### src/sedh_pkg.sv
// Shared types and constants for the serpentine error-diffusion halftoner.
// Used by the front, queue, back and top-level modules; depends on nothing.
`default_nettype none

package sedh_pkg;

  localparam int MAX_WIDTH = 1024;
  localparam int COL_BITS = $clog2(MAX_WIDTH);
  localparam int FRAC_BITS = 6;

  localparam int PIX_BITS = 8;
  localparam int WIDTH_CFG_BITS = 11;
  localparam int THR_BITS = 8;

  // Ink sums saturate to [-(512 << FRAC_BITS), (512 << FRAC_BITS) - 1].
  localparam int ERR_BITS = 10 + FRAC_BITS;
  localparam int SUM_BITS = ERR_BITS + 2;
  localparam int CHANNELS = 3;

  localparam logic signed [SUM_BITS-1:0] VMAX = SUM_BITS'((1 << (ERR_BITS - 1)) - 1);
  localparam logic signed [SUM_BITS-1:0] VMIN = SUM_BITS'(-(1 << (ERR_BITS - 1)));
  localparam logic signed [ERR_BITS-1:0] FULL_INK = ERR_BITS'(255 << FRAC_BITS);

  localparam int QUEUE_DEPTH = 4;
  localparam int QPTR_BITS = $clog2(QUEUE_DEPTH);

  localparam int CFG_INDEX_BITS = 2;
  localparam int CFG_DATA_BITS = WIDTH_CFG_BITS;
  localparam logic [CFG_INDEX_BITS-1:0] CFG_IMAGE_WIDTH = CFG_INDEX_BITS'(0);
  localparam logic [CFG_INDEX_BITS-1:0] CFG_THRESHOLD = CFG_INDEX_BITS'(1);

  localparam int IMAGE_WIDTH_RESET = 256;
  localparam int THRESHOLD_RESET = 128;

  typedef logic [CHANNELS-1:0][ERR_BITS-1:0] err_row_t;

  typedef struct packed {
    logic [PIX_BITS-1:0] red;
    logic [PIX_BITS-1:0] green;
    logic [PIX_BITS-1:0] blue;
    logic [COL_BITS-1:0] x;
    logic [COL_BITS-1:0] behind;
    logic last;
    logic has_behind;
    logic first_row;
    logic clear;
  } sedh_desc_t;

  typedef struct packed {
    logic full;
    logic valid;
  } sedh_queue_status_t;

endpackage

`default_nettype wire

### src/sedh_queue.sv
// Short descriptor queue between the front end and the back end.
// Depends on sedh_pkg for the descriptor type and depth.
`default_nettype none

module sedh_queue (
  input  wire logic                          clk,
  input  wire logic                          rst,
  input  wire logic                          push,
  input  wire sedh_pkg::sedh_desc_t          push_desc,
  input  wire logic                          pop,
  output sedh_pkg::sedh_desc_t               head,
  output sedh_pkg::sedh_queue_status_t       status
);
  import sedh_pkg::*;

  sedh_desc_t           entries [QUEUE_DEPTH];
  logic [QPTR_BITS-1:0] wr_ptr;
  logic [QPTR_BITS-1:0] rd_ptr;
  logic [QPTR_BITS:0]   count;
  logic [QPTR_BITS:0]   count_next;

  assign head = entries[rd_ptr];
  assign status.full = (count == (QPTR_BITS+1)'(QUEUE_DEPTH));
  assign status.valid = (count != '0);

  always_comb begin
    count_next = count;
    if (push && !pop) begin
      count_next = count + (QPTR_BITS+1)'(1);
    end else if (pop && !push) begin
      count_next = count - (QPTR_BITS+1)'(1);
    end
  end

  always_ff @(posedge clk) begin
    if (push) begin
      entries[wr_ptr] <= push_desc;
    end
  end

  always_ff @(posedge clk) begin
    if (rst) begin
      wr_ptr <= '0;
      rd_ptr <= '0;
      count <= '0;
    end else begin
      if (push) begin
        wr_ptr <= wr_ptr + QPTR_BITS'(1);
      end
      if (pop) begin
        rd_ptr <= rd_ptr + QPTR_BITS'(1);
      end
      count <= count_next;
    end
  end

endmodule

`default_nettype wire

### config.mk
export PLATFORM = sky130hd
export DESIGN_NAME = sedh_queue
export DESIGN_NICKNAME = d
export VERILOG_FILES = /design/src/sedh_pkg.sv /design/src/sedh_queue.sv
export SDC_FILE = /design/constraint.sdc
export NUM_CORES = 1
export LEC_CHECK = 0
export BUFFER_PORTS_ARGS = -buffer_cell sky130_fd_sc_hd__buf_2
export CAP_MARGIN = 20
export CORE_ASPECT_RATIO = 0.6
export CORE_MARGIN = 2
export CORE_UTILIZATION = 37
export CTS_BUF_LIST = sky130_fd_sc_hd__clkbuf_8
export DETAILED_ROUTE_END_ITERATION = 12
export HOLD_SLACK_MARGIN = 0.03
export SETUP_SLACK_MARGIN = 0.02
export SYNTH_ARGS = -nofsm -noshare
export SYNTH_HDL_FRONTEND = slang
export SYNTH_SLANG_ARGS = --single-unit
export TNS_END_PERCENT = 10
### constraint.sdc
create_clock -name clk -period 2.7 [get_ports clk]
set_input_delay 0.135 -clock clk [delete_from_list [all_inputs] [get_ports clk]]
set_output_delay 0.135 -clock clk [all_outputs]
set_load 0.02 [all_outputs]
==> impl_metrics.csv <==
group,metric,value,unit
cts,cts-buffers-inserted,30,
placed_design,io_buffer_count,101,
routing,vias,3593,
power,internal_power,5.10,mW
routing,drc,0,
global_routing,grt_pass1_vias,3989,
global_routing,grt_antenna_before_repair,0,
floorplan,core,19200,µm²
cells_and_area,final_nets,538,
power,combPwrFrac,12.3,%
setup_path,r2r_end,"entries[0][35]$_DFFE_PP_",
cells_and_area,multiInputGateArea,1320,µm²
cts,root_buffer,"clkbuf_8",
cts,path_clk_slew,0.06,ns
sta,tightest_slew,0.578,ns
synthesis,yosys_warnings,0,
setup_path,start_kind,"flop",
setup_path,reg2reg_depth,4,
synthesis,async_flop_share,0,%
setup_path,crit_type,"flop to primary output",
synthesis,avgSynthCellArea,25.0,µm²
synthesis,syn_nets,352,
global_routing,met1_usage,18.6,%
setup_path,end_kind,"primary output",
routing,first_iter_violations,216,
synthesis,yosysSeqAreaShare,80.9,%
cts,clock-sinks,201,
run_status,status,"finished clean",
cells_and_area,antenna_cells,0,
cells_and_area,regArea,5950,µm²
floorplan,die_x,186,µm
sta,setup_viol,0,
setup_path,required,2.57,ns
worst_hold_path,worstHoldPathType,"primary input to flop",
sta,skew,0.00985,ns
worst_hold_path,min_to,"entries[0][12]$_DFFE_PP_",
synthesis,yosysUniqueCellTypes,20,
synthesis,syn_area,7350,µm²
sta,rsz0062_at_grt,"no",
routing,post_drt_wl_per_cell,18.4,µm
synthesis,ys_seq_elements,201,
sta,max_freq,427,MHz
global_routing,overflow,0,
setup_path,cp.arrival,2.21,ns
cells_and_area,layout-drive-gt1-share,39.8,%
power,switchingPower,1.59,mW
setup_path,critPathTopFamily,"flip-flops",
synthesis,synth_edf_count,192,
cts,cts_tree,"yes",
floorplan,initial_core_util,38.2,%
power,pwr-share-seq,54.4,%
setup_path,cpPeakStageDelay,0.62,ns
cts,clockBufferDepth,3,
synthesis,synthCells,294,
routing,drt_first_pass_iters,4,
cells_and_area,fillers,1625,
routing,ant_nets,0,
sta,period_needed,2.34,ns
global_routing,top_usage_layer,"met2",
setup_path,cp_num_buf_inv,2,
global_routing,use_met3,4.67,%
floorplan,placementRows,39,
routing,routed_wl,14200,µm
power,pwr-share-clk,33.3,%
power,power_switching_share,23.8,%
setup_path,ff2ff_setup_slack,0.99,ns
floorplan,die_h,113,µm
sta,relSlewSlack,61.5,%
placed_design,place_hpwl,8430,µm
run,cap_violations,0,
worst_hold_path,min_from,"push_desc[12]",
sta,drv_slew,0,
synthesis,synthFlopType,"edfxtp_1",
cts,clock_latency,0.54,ns
sta,hold_violations,0,
cells_and_area,syn_to_final_growth,26.7,%
sta,fin_crit_sh,86.8,%
setup_path,cp_max_fo,20,
worst_hold_path,whs_path_depth,2,
power,power.density,718,nW/µm²
setup_path,worstSetupPathDepth,3,
global_routing,grt_max_degree,27,
routing,vias_per_cell,4.67,
cts,htreeDepth,1,
floorplan,io_pins,102,
setup_path,slowest_stage,"dfxtp_4",
global_routing,grt_pass1_wl,21900,µm
global_routing,grt.total_usage,13.8,%
power,peakVddDrop,0.000421,V
global_routing,met2_usage,21.9,%
setup_path,crit_chain,"buf_4, mux4_2, buf_2",
cells_and_area,fin_util,48.4,%
power,p_leak,3.23,nW
placed_design,gp_congestion,0.679,
floorplan,die_area,21000,µm²
setup_path,reg2reg_from,"wr_ptr[0]$_SDFFE_PP0P_",
sta,tns,0,ns
worst max path at each step:
stage | from | endpoint | slack (ns)
after floorplan | wr_ptr[0]$_SDFFE_PP0P_ | entries[2][0]$_DFFE_PP_ | 0.60
after global placement | flop | head[29] | 0.88
after detailed placement | flop | head[41] | 0.85
after CTS | flop | head[41] | 0.24
after global routing | flop | head[29] | 0.17
final | flop | head[12] | 0.36
layout make-up:
class,count,area share [%]
multi-input cells,78,14.1
inverters,4,0.161
flip-flops and latches,201,63.9
repair buffers,165,12.4
well taps,266,3.57
clock buffers,31,4.58
clock inverters,24,1.26
flip-flops by register name, indices dropped and copies added, names as in the netlist, named ones only:
name,cells
rd_ptr,2
count,3
wr_ptr,2
entries,192
cell usage after synthesis, drive strengths merged, types with 2 or more instances:
library cell / n / area [µm²]
or3: 2 / 12.5
mux4: 48 / 1080
buf: 8 / 63.8
ha: 5 / 62.6
inv: 4 / 15.0
mux2i: 2 / 20.0
and2: 4 / 25.0
edfxtp: 192 / 5770
xor2: 3 / 26.3
dfxtp: 9 / 180
xnor2: 2 / 17.5
nor2: 7 / 26.3
clkbuf: 3 / 11.3
power by group through the flow:
stage          clock, mW  sequential, mW  combinational (mW)
6_report            2.23            3.64               0.825
5_1_grt             2.45            3.65               0.888
4_1_cts             2.32            3.64               0.841
3_5_place_dp           0            3.71               0.776
3_3_place_gp           0            3.70               0.759
2_1_floorplan          0            3.68               0.504
timing repair:
action,CTS,global route
hold endpoints to repair,201,0
gates resized for setup,0,0
hold buffers,52,0
buffers inserted,0,0
metrics by stage:
step                      std cells  power [mW]  cell area (µm²)  hold WS [ns]  setup WS, ns
after floorplan                 294        4.18             7350         0.234         0.600
after global placement          662        4.46             8250         0.342         0.876
after detailed placement        662        4.48             8250         0.352         0.850
after CTS                       769        6.80             9310         0.296         0.242
after global routing            769        7.00             9310         0.326         0.174
final                           769        6.69             9310         0.347         0.356
cells in the final DEF, fill, tap and decap left out, types with 4 or more instances in the layout:
cell type and instances:
dfxtp_1 7, inv_1 13, buf_2 101, clkinv_1 13, nor2_1 7, buf_4 9, clkbuf_8 31, edfxtp_1 192
ha_1 5, mux4_2 48, dlygate4sd3_1 52, and2_2 4
per-layer routing:
layer,routed length (µm),share of wire [%]
met4,239,1.7
met2,6480,46
met1,6320,45
met3,1150,8.1
met5,0,0
cells by family after synthesis:
kind of cell	Yosys count	synth area share [%]
xor+xnor	5	0.596
compound gates	2	0.136
fa+ha+maj	6	1.12
mux	50	15.0
flops	201	80.9
buf+inv	15	1.23
simple gates	15	1.02
Power figures use the tool's default switching activity.
