`src/sedh_pkg.sv`:
```
// Shared types and constants for the serpentine error-diffusion halftoner.
// Used by the front, queue, back and top-level modules; depends on nothing.
`default_nettype none

package sedh_pkg;

  localparam int MAX_WIDTH = 1024;
  localparam int COL_BITS = $clog2(MAX_WIDTH);
  localparam int FRAC_BITS = 6;

  localparam int PIX_BITS = 8;
  localparam int WIDTH_CFG_BITS = 11;
  localparam int THR_BITS = 8;

  // Ink sums saturate to [-(512 << FRAC_BITS), (512 << FRAC_BITS) - 1].
  localparam int ERR_BITS = 10 + FRAC_BITS;
  localparam int SUM_BITS = ERR_BITS + 2;
  localparam int CHANNELS = 3;

  localparam logic signed [SUM_BITS-1:0] VMAX = SUM_BITS'((1 << (ERR_BITS - 1)) - 1);
  localparam logic signed [SUM_BITS-1:0] VMIN = SUM_BITS'(-(1 << (ERR_BITS - 1)));
  localparam logic signed [ERR_BITS-1:0] FULL_INK = ERR_BITS'(255 << FRAC_BITS);

  localparam int QUEUE_DEPTH = 4;
  localparam int QPTR_BITS = $clog2(QUEUE_DEPTH);

  localparam int CFG_INDEX_BITS = 2;
  localparam int CFG_DATA_BITS = WIDTH_CFG_BITS;
  localparam logic [CFG_INDEX_BITS-1:0] CFG_IMAGE_WIDTH = CFG_INDEX_BITS'(0);
  localparam logic [CFG_INDEX_BITS-1:0] CFG_THRESHOLD = CFG_INDEX_BITS'(1);

  localparam int IMAGE_WIDTH_RESET = 256;
  localparam int THRESHOLD_RESET = 128;

  typedef logic [CHANNELS-1:0][ERR_BITS-1:0] err_row_t;

  typedef struct packed {
    logic [PIX_BITS-1:0] red;
    logic [PIX_BITS-1:0] green;
    logic [PIX_BITS-1:0] blue;
    logic [COL_BITS-1:0] x;
    logic [COL_BITS-1:0] behind;
    logic last;
    logic has_behind;
    logic first_row;
    logic clear;
  } sedh_desc_t;

  typedef struct packed {
    logic full;
    logic valid;
  } sedh_queue_status_t;

endpackage

`default_nettype wire

```
`src/sedh_front.sv`:
```
// Front end: accepts pixel items, tracks the serpentine scan position and
// classifies each pixel into a descriptor for the queue. Depends on sedh_pkg.
`default_nettype none

module sedh_front (
  input  wire logic                                 clk,
  input  wire logic                                 rst,
  input  wire logic                                 in_valid,
  output logic                                      in_stall,
  input  wire logic [sedh_pkg::PIX_BITS-1:0]        red_in,
  input  wire logic [sedh_pkg::PIX_BITS-1:0]        green_in,
  input  wire logic [sedh_pkg::PIX_BITS-1:0]        blue_in,
  input  wire logic                                 frame_start,
  input  wire logic [sedh_pkg::WIDTH_CFG_BITS-1:0]  image_width,
  input  wire logic                                 clearing,
  input  wire sedh_pkg::sedh_queue_status_t         q_status,
  output logic                                      push,
  output sedh_pkg::sedh_desc_t                      desc
);
  import sedh_pkg::*;

  logic [COL_BITS-1:0] pos;
  logic [COL_BITS-1:0] pos_next;
  logic                reverse_row;
  logic                reverse_row_next;
  logic                in_first_row;
  logic                in_first_row_next;

  logic [COL_BITS:0]   w_eff;
  logic [COL_BITS-1:0] last_col;
  logic [COL_BITS-1:0] cur_pos;
  logic [COL_BITS-1:0] eff_pos;
  logic                cur_rev;
  logic                cur_first;
  logic [COL_BITS-1:0] x;

  assign in_stall = q_status.full | clearing;
  assign push = in_valid & ~in_stall;

  always_comb begin
    if (image_width == '0) begin
      w_eff = (COL_BITS+1)'(1);
    end else if (32'(image_width) > 32'(MAX_WIDTH)) begin
      w_eff = (COL_BITS+1)'(MAX_WIDTH);
    end else begin
      w_eff = (COL_BITS+1)'(image_width);
    end
    last_col = COL_BITS'(w_eff - (COL_BITS+1)'(1));
    cur_pos = frame_start ? '0 : pos;
    cur_rev = frame_start ? 1'b0 : reverse_row;
    cur_first = frame_start ? 1'b1 : in_first_row;
    eff_pos = (cur_pos > last_col) ? last_col : cur_pos;
    x = cur_rev ? (last_col - eff_pos) : eff_pos;

    desc.red = red_in;
    desc.green = green_in;
    desc.blue = blue_in;
    desc.x = x;
    desc.behind = cur_rev ? (x + COL_BITS'(1)) : (x - COL_BITS'(1));
    desc.last = (eff_pos == last_col);
    desc.has_behind = (eff_pos != '0);
    desc.first_row = cur_first;
    desc.clear = frame_start;
  end

  always_comb begin
    pos_next = pos;
    reverse_row_next = reverse_row;
    in_first_row_next = in_first_row;
    if (push) begin
      if (desc.last) begin
        pos_next = '0;
        reverse_row_next = ~cur_rev;
        in_first_row_next = 1'b0;
      end else begin
        pos_next = eff_pos + COL_BITS'(1);
        reverse_row_next = cur_rev;
        in_first_row_next = cur_first;
      end
    end
  end

  always_ff @(posedge clk) begin
    if (rst) begin
      pos <= '0;
      reverse_row <= 1'b0;
      in_first_row <= 1'b1;
    end else begin
      pos <= pos_next;
      reverse_row <= reverse_row_next;
      in_first_row <= in_first_row_next;
    end
  end

endmodule

`default_nettype wire

```
`config.mk`:
```
export PLATFORM = sky130hd
export DESIGN_NAME = sedh_front
export DESIGN_NICKNAME = d
export VERILOG_FILES = /design/src/sedh_pkg.sv /design/src/sedh_front.sv
export SDC_FILE = /design/constraint.sdc
export NUM_CORES = 1
export LEC_CHECK = 0
export ABC_CLOCK_PERIOD_IN_PS = 10400
export BUFFER_PORTS_ARGS = -buffer_cell sky130_fd_sc_hd__buf_4
export CAP_MARGIN = 20
export CORE_ASPECT_RATIO = 0.5
export CORE_MARGIN = 5
export CORE_UTILIZATION = 54
export CTS_CLUSTER_DIAMETER = 50
export CTS_CLUSTER_SIZE = 16
export DETAILED_ROUTE_END_ITERATION = 7
export PLACE_DENSITY = 0.83
export SETUP_SLACK_MARGIN = 0.2
export SYNTH_ARGS = -nofsm -noshare
export SYNTH_HDL_FRONTEND = slang
export SYNTH_SLANG_ARGS = --single-unit
```
`constraint.sdc`:
```
create_clock -name clk -period 10.4 [get_ports clk]
set_input_delay 1.04 -clock clk [delete_from_list [all_inputs] [get_ports clk]]
set_output_delay 1.04 -clock clk [all_outputs]
set_load 0.02 [all_outputs]
```
==> impl_metrics.json <==
{
  "ioPinCount": 92,
  "critPathMaxFanout": 12,
  "grt_max_degree": 34,
  "antenna_found_initial": 0,
  "grt_overflow": 0,
  "slew_violations": 0,
  "crit_end": "desc[13]",
  "fmax_mhz": 103,
  "r2r_cells": 16,
  "clock-sinks": 12,
  "status": "finished, final reports clean",
  "dieWidth_um": 116,
  "post_drt_wl_per_cell_um": 17.2,
  "layout-drive-gt1-share_pct": 20.2,
  "timing.final.ws_setup_ns": 0.681,
  "grt.total_usage_pct": 23.7,
  "ys_warn_count": 0,
  "clock_latency_ns": 0.24,
  "num_rows": 19,
  "maxCapViolations": 0,
  "rsz0062_at_grt": "no",
  "ys.flop_type": "dfxtp_1",
  "synth_cells": 438,
  "netlist_area_mm2": 0.00301,
  "start_util_pct": 55.3,
  "internal_power_mw": 0.0995,
  "critPathRequiredTime_ns": 9.36,
  "vias": 3374,
  "avgViaCountPerCell": 6.50,
  "cts_buffers": 3,
  "tns_ns": 0,
  "path_clk_slew_ns": 0.05,
  "rrSetupSlack_ns": 5.65,
  "final_area_mm2": 0.00327,
  "pwr-share-seq_pct": 29.0,
  "core_area_mm2": 0.00544,
  "routed_wl_um": 8910,
  "wl_met2_um": 3830,
  "tritoncts": "yes",
  "period_share_pct": 93.5,
  "crit_top_cell": "ha_1",
  "crit_path_start_kind": "input pin",
  "hp-start": "pos[9]",
  "power_density_mw_per_mm2": 49.1,
  "synth_nets": 500,
  "crit_type": "in2out",
  "r2r_start": "pos[5]",
  "wl_met3_um": 1000,
  "p_clk_share_pct": 25.1,
  "hpwl_um": 6810,
  "max_stage_delay_ns": 0.37,
  "cts_max_path_buffers": 2,
  "clock_skew_ns": 0.00506,
  "hold_viol_final": 0,
  "diodes": 0,
  "setup_viol": 0,
  "p_leak_nw": 1.33,
  "die_h_um": 62.8,
  "final_nets": 510,
  "die_area_mm2": 0.00726,
  "r2r-end": "pos[3]",
  "drc": 0,
  "avgSynthCellArea_um2": 6.87,
  "p_sw_share_pct": 38.1,
  "end_kind": "output pin",
  "postCtsSetupRepairBufs": 0,
  "synthArstFlopShare_pct": 0,
  "cts-resized-gates": 0,
  "gp_congestion": 0.975,
  "p_sw_mw": 0.0613,
  "area_delta_synth_final_pct": 8.73,
  "wl_met1_um": 4010,
  "tightest_slew_ns": 1.02,
  "cts-root-buf": "clkbuf_8",
  "synth_cell_types": 76,
  "pre_cts_slack_ns": 0.376,
  "ctsHoldBuffers": 0,
  "arrival_ns": 8.68,
  "slew_headroom_pct": 29.9,
  "top_layer": "met4",
  "place_area_mm2": 0.00320,
  "p_total_mw": 0.161,
  "hold-path-cell-count": 2,
  "htree_num_levels": 1,
  "slowest_stage": "or2_2",
  "dr.pass1.iters": 5,
  "grt_pass1_vias": 2941,
  "synth-seq-area-share_pct": 7.98,
  "ys_ff_latch": 12,
  "synth_edf_count": 0,
  "min_period_ns": 9.72,
  "hold_class": "reg2reg",
  "port_buffers": 42,
  "drt_iter0_drc": 364,
  "startpoint": "image_width[0]",
  "ir_worst_vdd_mv": 0.0739,
  "grt_first_pass_wirelength_um": 14500,
  "power_frac_comb_pct": 46.0,
  "ant_nets": 0
}
-- routing by layer --
metal	track usage, %	vias to the layer above
met5	0	-
met4	4.39	0
met3	2.03	15
met2	35.0	175
met1	37.0	1577
li1	-	1607
-- sequential cells by signal, summed over array words and instances, names as in the netlist --
register and flops:
reverse_row 1, in_first_row 1, pos 10
-- worst min path at each step --
| stage | endpoint | slack [ns] |
|---|---|---|
| final | pos[9] | 0.44 |
| after floorplan | pos[1] | 0.42 |
| after CTS | pos[9] | 0.45 |
| after global placement | pos[9] | 0.44 |
| after detailed placement | pos[9] | 0.44 |
| after global routing | pos[9] | 0.47 |
-- critical path, delay by kind of cell --
kind	cells	cell delay, ns
muxes	2	0.42
xor gates and xnor gates	1	0.12
AOI/OAI and AO/OA	12	2.59
and+or+nand+nor	14	2.67
adders and majority gates	4	1.21
buffers and inverters	5	0.61
-- cells in the final DEF, fill, tap and decap left out, drive strengths merged, types with 10 or more instances in the layout --
| cell type | n |
|---|---|
| inv | 23 |
| xnor2 | 18 |
| a21oi | 39 |
| ha | 19 |
| dfxtp | 12 |
| nand2 | 42 |
| nor2b | 11 |
| o21ai | 33 |
| nand3 | 10 |
| nor3 | 18 |
| buf | 49 |
| nor2 | 38 |
-- power by group through the flow --
| stage | Clock [mW] | Combinational [mW] | Sequential, mW |
|---|---|---|---|
| 4_1_cts | 0.0421 | 0.0707 | 0.0465 |
| 5_1_grt | 0.0430 | 0.0809 | 0.0465 |
| 3_3_place_gp | 0 | 0.0694 | 0.0474 |
| 2_1_floorplan | 0 | 0.0629 | 0.0473 |
| 6_report | 0.0403 | 0.0739 | 0.0466 |
| 3_5_place_dp | 0 | 0.0702 | 0.0474 |
-- cells in the mapped netlist (3+ instances only) --
cell type	count	share of area [%]
nand2_1	41	5.1
a21oi_1	37	6.2
nor2_1	36	4.5
buf_4	26	6.5
o21ai_0	26	4.3
inv_1	21	2.6
ha_1	19	7.9
xnor2_1	18	5.2
nor3_1	17	2.8
clkbuf_1	13	1.6
dfxtp_1	12	8.0
nor2b_1	11	2.3
nand3_1	10	1.7
nand2b_1	9	1.9
a22oi_1	8	2.0
or2_2	6	1.2
xor2_1	6	1.7
a211o_1	5	1.5
a211oi_1	5	1.2
a31oi_1	5	1.0
nand4_1	5	1.0
o31ai_1	5	1.2
buf_2	4	0.67
mux2i_1	4	1.3
o21ai_1	4	0.67
a2111oi_0	3	0.87
a21o_1	3	0.75
a31o_2	3	0.87
a32oi_1	3	0.87
and4_1	3	0.87
clkinv_1	3	0.37
nand3b_1	3	0.75
o311a_1	3	1.0
or3_1	3	0.62
-- logic make-up (layout without fill, tap and decap cells) --
logic type / after synthesis / in the layout / synth area share [%]
buf+inv: 70 / 78 / 12.4
compound gates: 145 / 145 / 34.1
xor+xnor: 24 / 24 / 6.99
simple gates: 161 / 161 / 28.0
fa+ha+maj: 21 / 21 / 8.90
flops: 12 / 12 / 7.98
mux: 5 / 5 / 1.70
-- layout make-up --
| cell class | count | area, um^2 |
|---|---|---|
| Multi-Input combinational cell | 356 | 2430 |
| Fill cell | 494 | 2170 |
| Timing Repair Buffer | 49 | 368 |
| Sequential cell | 12 | 240 |
| Inverter | 26 | 97.6 |
| Tap cell | 73 | 91.3 |
| Clock buffer | 3 | 41.3 |
-- per-stage QoR --
| stage | instances | hold WS (ns) | util, % |
|---|---|---|---|
| 6_report | 519 | 0.444 | 60.1 |
| 3_5_place_dp | 516 | 0.442 | 58.7 |
| 5_1_grt | 519 | 0.471 | 60.1 |
| 4_1_cts | 519 | 0.449 | 59.5 |
| 3_3_place_gp | 516 | 0.437 | 58.7 |
| 2_1_floorplan | 438 | 0.421 | - |
Power figures use the tool's default switching activity.
